[config.mk]
export PLATFORM = sky130hd
export DESIGN_NAME = cits_ctrl
export DESIGN_NICKNAME = d
export VERILOG_FILES = /design/src/rtl/cits_pkg.sv /design/src/rtl/cits_ctrl.sv
export SDC_FILE = /design/constraint.sdc
export NUM_CORES = 1
export LEC_CHECK = 0
export BUFFER_PORTS_ARGS = -buffer_cell sky130_fd_sc_hd__buf_2
export CORE_MARGIN = 2
export CORE_UTILIZATION = 56
export CTS_BUF_LIST = sky130_fd_sc_hd__clkbuf_2 sky130_fd_sc_hd__clkbuf_4 sky130_fd_sc_hd__clkbuf_8
export CTS_CLUSTER_DIAMETER = 80
export DETAILED_ROUTE_END_ITERATION = 12
export PLACE_DENSITY = 0.81
export SYNTH_ARGS = -nofsm -noshare
export SYNTH_HDL_FRONTEND = slang
export SYNTH_SLANG_ARGS = --single-unit
[constraint.sdc]
create_clock -name clk_i -period 2.1 [get_ports clk_i]
set_input_delay 0.21 -clock clk_i [delete_from_list [all_inputs] [get_ports clk_i]]
set_output_delay 0.21 -clock clk_i [all_outputs]
set_load 0.03 [all_outputs]
[src/rtl/cits_pkg.sv]
// cits_pkg: shared widths, codes and types of the cdf inverse-transform sampler
// used by cits_ctrl, cits_dp and cdf_inverse_transform_sampler_unit
// no dependencies
package cits_pkg;

  // table geometry
  localparam int TableDepth = 2048;
  localparam int IdxW       = 11;              // address of one table entry
  localparam int CntW       = 12;              // entry count, holds TableDepth itself
  localparam int WgtW       = 16;
  localparam int SumW       = 27;              // prefix sums of up to TableDepth weights
  localparam int UniW       = 24;
  localparam int FrcW       = 16;
  localparam int ValW       = 24;
  localparam int TgtW       = SumW + UniW;     // u * total and prefix << UniW
  localparam int PosW       = IdxW + FrcW + 1;
  localparam int ProdW      = TgtW + 1;
  localparam int StepW      = 5;
  localparam int FracSteps  = FrcW;
  localparam int DivSteps   = ValW;
  localparam int AddrW      = 3;
  localparam int DataW      = 32;

  // result status codes
  typedef enum logic [2:0] {
    ST_WEIGHT    = 3'd0,
    ST_READY     = 3'd1,
    ST_ZERO      = 3'd2,
    ST_SAMPLE    = 3'd3,
    ST_NOT_READY = 3'd4,
    ST_OVERFLOW  = 3'd5
  } status_e;

  // request type codes
  localparam logic REQ_LOAD   = 1'b0;
  localparam logic REQ_SAMPLE = 1'b1;

  // register index of max_value
  localparam logic REG_MAX_VALUE = 1'b0;

  typedef struct packed {
    logic              req_type;
    logic [WgtW-1:0]   weight;
    logic              last;
    logic [UniW-1:0]   uniform;
  } req_t;

  typedef struct packed {
    logic [2:0]        status;
    logic [ValW-1:0]   sample_value;
    logic [IdxW-1:0]   bin_index;
    logic [FrcW-1:0]   bin_fraction;
  } res_t;

  // commands from controller to datapath
  typedef struct packed {
    logic load;
    logic reject;
    logic begin_smp;
    logic mul;
    logic srch_rd;
    logic srch_cmp;
    logic rd_cur;
    logic rd_prev;
    logic frac_set;
    logic frac_chk;
    logic frac_step;
    logic scale;
    logic div_step;
    logic emit;
    logic emit_zero;
  } cmd_t;

  // status from datapath to controller
  typedef struct packed {
    logic ready;
    logic srch_done;
    logic idx_zero;
    logic frac_skip;
  } dp_stat_t;

endpackage

[src/rtl/cits_ctrl.sv]
// cits_ctrl: sequencing state machine of the sampler
// depends on cits_pkg; drives cits_dp through cmd_t, reads dp_stat_t
module cits_ctrl (
  input  logic                 clk_i,
  input  logic                 rst_ni,
  input  logic                 start_i,
  input  logic                 req_type_i,
  input  cits_pkg::dp_stat_t   stat_i,
  output cits_pkg::cmd_t       cmd_o,
  output logic                 busy_o
);

  typedef enum logic [10:0] {
    S_IDLE     = 11'b00000000001,
    S_MUL      = 11'b00000000010,
    S_SRCH_RD  = 11'b00000000100,
    S_SRCH_CMP = 11'b00000001000,
    S_RD_CUR   = 11'b00000010000,
    S_RD_PREV  = 11'b00000100000,
    S_FRAC_SET = 11'b00001000000,
    S_FRAC_CHK = 11'b00010000000,
    S_FRAC     = 11'b00100000000,
    S_SCALE    = 11'b01000000000,
    S_DIV      = 11'b10000000000
  } state_e;

  state_e                     state_q, state_d;
  logic [cits_pkg::StepW-1:0] step_q, step_d;

  // next state and commands
  always_comb begin
    state_d = state_q;
    step_d  = step_q;
    cmd_o   = '0;
    case (state_q)
      S_IDLE: begin
        if (start_i) begin
          if (req_type_i == cits_pkg::REQ_LOAD) begin
            cmd_o.load = 1'b1;
          end else if (!stat_i.ready) begin
            cmd_o.reject = 1'b1;
          end else begin
            cmd_o.begin_smp = 1'b1;
            state_d         = S_MUL;
          end
        end
      end
      S_MUL: begin
        cmd_o.mul = 1'b1;
        state_d   = S_SRCH_RD;
      end
      S_SRCH_RD: begin
        if (stat_i.srch_done) begin
          state_d = S_RD_CUR;
        end else begin
          cmd_o.srch_rd = 1'b1;
          state_d       = S_SRCH_CMP;
        end
      end
      S_SRCH_CMP: begin
        cmd_o.srch_cmp = 1'b1;
        state_d        = S_SRCH_RD;
      end
      S_RD_CUR: begin
        if (stat_i.idx_zero) begin
          cmd_o.emit_zero = 1'b1;
          state_d         = S_IDLE;
        end else begin
          cmd_o.rd_cur = 1'b1;
          state_d      = S_RD_PREV;
        end
      end
      S_RD_PREV: begin
        cmd_o.rd_prev = 1'b1;
        state_d       = S_FRAC_SET;
      end
      S_FRAC_SET: begin
        cmd_o.frac_set = 1'b1;
        state_d        = S_FRAC_CHK;
      end
      S_FRAC_CHK: begin
        cmd_o.frac_chk = 1'b1;
        step_d         = '0;
        state_d        = stat_i.frac_skip ? S_SCALE : S_FRAC;
      end
      S_FRAC: begin
        cmd_o.frac_step = 1'b1;
        step_d          = step_q + cits_pkg::StepW'(1);
        if (step_q == cits_pkg::StepW'(cits_pkg::FracSteps - 1)) begin
          state_d = S_SCALE;
        end
      end
      S_SCALE: begin
        cmd_o.scale = 1'b1;
        step_d      = '0;
        state_d     = S_DIV;
      end
      S_DIV: begin
        cmd_o.div_step = 1'b1;
        step_d         = step_q + cits_pkg::StepW'(1);
        if (step_q == cits_pkg::StepW'(cits_pkg::DivSteps - 1)) begin
          cmd_o.div_step = 1'b0;
          cmd_o.emit     = 1'b0;
        end
        if (step_q == cits_pkg::StepW'(cits_pkg::DivSteps)) begin
          cmd_o.div_step = 1'b0;
          cmd_o.emit     = 1'b1;
          state_d        = S_IDLE;
        end else begin
          cmd_o.div_step = 1'b1;
        end
      end
      default: begin
        state_d = S_IDLE;
      end
    endcase
  end

  always_ff @(posedge clk_i or negedge rst_ni) begin
    if (!rst_ni) begin
      state_q <= S_IDLE;
      step_q  <= '0;
    end else begin
      state_q <= state_d;
      step_q  <= step_d;
    end
  end

  assign busy_o = (state_q != S_IDLE);

endmodule
==> metrics <==
status=finished, violations left; failing checks=negative setup slack; RR Startpoint=state_q[1]$_DFFE_PN0P_; clock power share=0.233; commonest non-fill, non-tap cells in the layout=buf_4 (27), nor2_1 (15), dfrtp_1 (15); dpl ws=117.7 ps; Synth warnings=0; cell internal pwr=590.4 µW; commonest non-fill, non-tap cell in the layout=buf_4; Main synth FF type=dfrtp_1; DR DRC count=0; crit-path max FO=3; vias in the first global route=1,100; maximum number of pins on one net before global-route repair=17; Worst path slowest cell=or4_4; Iter 0 DRT Violations=82; GR peak layer=met2; Reg power frac=0.368; switching part of the total=0.3575; share of cells above drive strength 1=0.4132; CP Data Required Time=1890 ps; Hold Crit Class=in -> reg; Final Max Slew Viols=0; H-tree depth=1; Async SR Flop Fraction=1.000; max cap viols=0; Netlist cell types=41; first-pass GRT wire length=4.843 mm; number of synthesized flops with an enable pin=0; Worst-path clk slew=100 ps; clk_lat worst skew=300 ps; CTS Buf Count=3; Antenna Nets Post-Route=0; # clock sinks=16; Vias=1,197; Pre-antenna DRT Iters=5; Crit. Startpoint=state_q[3]$_DFFE_PN0P_; R2R setup slack=170 ps; worst ir drop on vdd=0.6021 mV; Inst Count DP=180; routed len/inst=16.83 µm; sequential share of the synthesized area=0.3516; input/output buffers=23; slew margin rel.=0.6487; Core Area=1942 µm²; Initial Util=0.5883; final clock skew=5.019 ps; r2r worst-path depth=6; number of diodes=0; met2 usage=0.4662; P_sw=328.5 µW; critical path startpoint category=flip-flop; WP data arrival=2040 ps; Comb pwr share=0.399; Post-Route WL=3.265 mm; syn_area_per_cell=9.066 µm²; # nets final=179; Max Freq=443.9 MHz; Stages on worst setup path=4; cells after synthesis=126; Core Rows=16; final setup margin=-153.0 ps; Period minus WS final=2253 ps; DP HPWL=2.012 mm; Leak=0.7666 nW; All-Layer GR Usage=0.2612; routed vias/inst=6.170; CP Class=reg -> out; critical path's most frequent cell=or4_4; Area growth, synth to finish=35.93%; Critical Path End=cmd_o[8]; Root Buffer=clkbuf_4; crit end category=output port; initial antenna violation count=0; Placer Congestion=0.8701; WP buf/inv=1; Post-Syn Area=1142 µm²; Finished Layout Cells=194; Hold Fails Final Rpt=0; CP top delay family=simple AND/OR/NAND/NOR gates; die height=49.17 µm; reg-to-reg endpoint=step_q[0]$_DFFE_PN0P_; I/O Pins=24; M1 GR Usage=0.3287; global route overflow=0; critical-path cell list=or4_4 -> or4_4 -> nor2_4 -> buf_6; DIE AREA=2417 µm²; syn nets=137; power per cell area=591.8 nW/µm²; worst hold path depth=2; Final period util=1.073; unrepaired setup endpoints after global routing=true; met3 Track Usage GR=0.03988; Die W=49.17 µm; TritonCTS clock tree=yes; Finish-stage setup viols=2; Util after Layout=0.7996; Worst path max stage delay=570 ps; worst-margin pin slew=519.6 ps; Longest Clk Path Bufs=2; number of synthesized register bits=16
how the worst min path moves through the flow:
stage | from | end | slack [ps]
2_1_floorplan | rst_ni | state_q[10]$_DFFE_PN0P_ | -90
3_3_place_gp | rst_ni | state_q[8]$_DFFE_PN0P_ | 150
3_5_place_dp | rst_ni | state_q[5]$_DFFE_PN0P_ | 150
4_1_cts | stat_i[2] | state_q[3]$_DFFE_PN0P_ | 90
5_1_grt | stat_i[2] | state_q[3]$_DFFE_PN0P_ | 100
6_report | stat_i[2] | state_q[3]$_DFFE_PN0P_ | 90
cells in the mapped netlist, types with 2 or more instances:
cell | instances | area share
nor4b_1 | 6 | 0.046
a22o_1 | 4 | 0.031
xor2_1 | 3 | 0.023
dfrtp_1 | 15 | 0.33
nor3_1 | 4 | 0.018
ha_1 | 3 | 0.033
and4_1 | 5 | 0.038
inv_1 | 11 | 0.036
a211oi_1 | 4 | 0.026
nand3_1 | 3 | 0.013
and3_1 | 5 | 0.027
nor3b_1 | 2 | 0.013
nor4_1 | 4 | 0.022
nand2b_1 | 3 | 0.016
nand2_1 | 5 | 0.016
clkbuf_1 | 3 | 0.0099
or4_4 | 3 | 0.030
buf_2 | 3 | 0.013
nor2_1 | 16 | 0.053
nand4b_1 | 2 | 0.015
xnor2_1 | 2 | 0.015
area by class of cell:
cell class              count  area, µm²
multi-input cells          92      728.2
flip-flops and latches     16      401.6
fillers                   124      389.1
repair buffers             44      311.5
inverters                  11      41.29
clock buffers               4      36.28
well taps                  27      33.78
power by group through the flow:
stage               Sequential [mW]  Combinational (mW)  Clock (mW)
finish                        0.338               0.367       0.215
global route                  0.341               0.392       0.230
CTS                           0.336               0.320       0.212
detailed placement            0.351               0.260           0
global placement              0.349               0.254           0
floorplan                     0.349               0.180           0
stage by stage:
stage                     setup TNS, ps  hold slack [ps]  power (mW)  area [µm²]
after floorplan                  -1.932           -85.59      0.5294        1161
final                            -291.8            88.00      0.9189        1553
after detailed placement              0            154.2      0.6110        1351
after global placement                0            146.4      0.6024        1351
after global routing             -466.8            99.84      0.9631        1553
after CTS                        -274.5            87.83      0.8690        1464
metal layers:
metal / vias up / wire, µm
li1: 543 / -
met1: 575 / 1317
met2: 65 / 1653
met3: 14 / 212
met4: 0 / 82
met5: - / 0
repair_timing:
item	in CTS	in global routing
setup buffers	4	5
hold buffers	1	0
hold endpoints to repair	15	0
pin swaps	4	5
setup endpoints to repair	5	12
gates resized for setup	10	19
registers in the layout, summed over array words and instances (netlist names):
signal and cells:
state_q 11, step_q 5
cell families after synthesis:
family | count (synthesis) | share of synthesized area
xor+xnor | 5 | 0.03834
flops | 16 | 0.3516
mux | 2 | 0.01862
simple gates | 67 | 0.3823
buf+inv | 18 | 0.07228
fa+ha+maj | 3 | 0.03286
compound gates | 15 | 0.1041
Note: power is estimated with default switching activity, not from simulation.
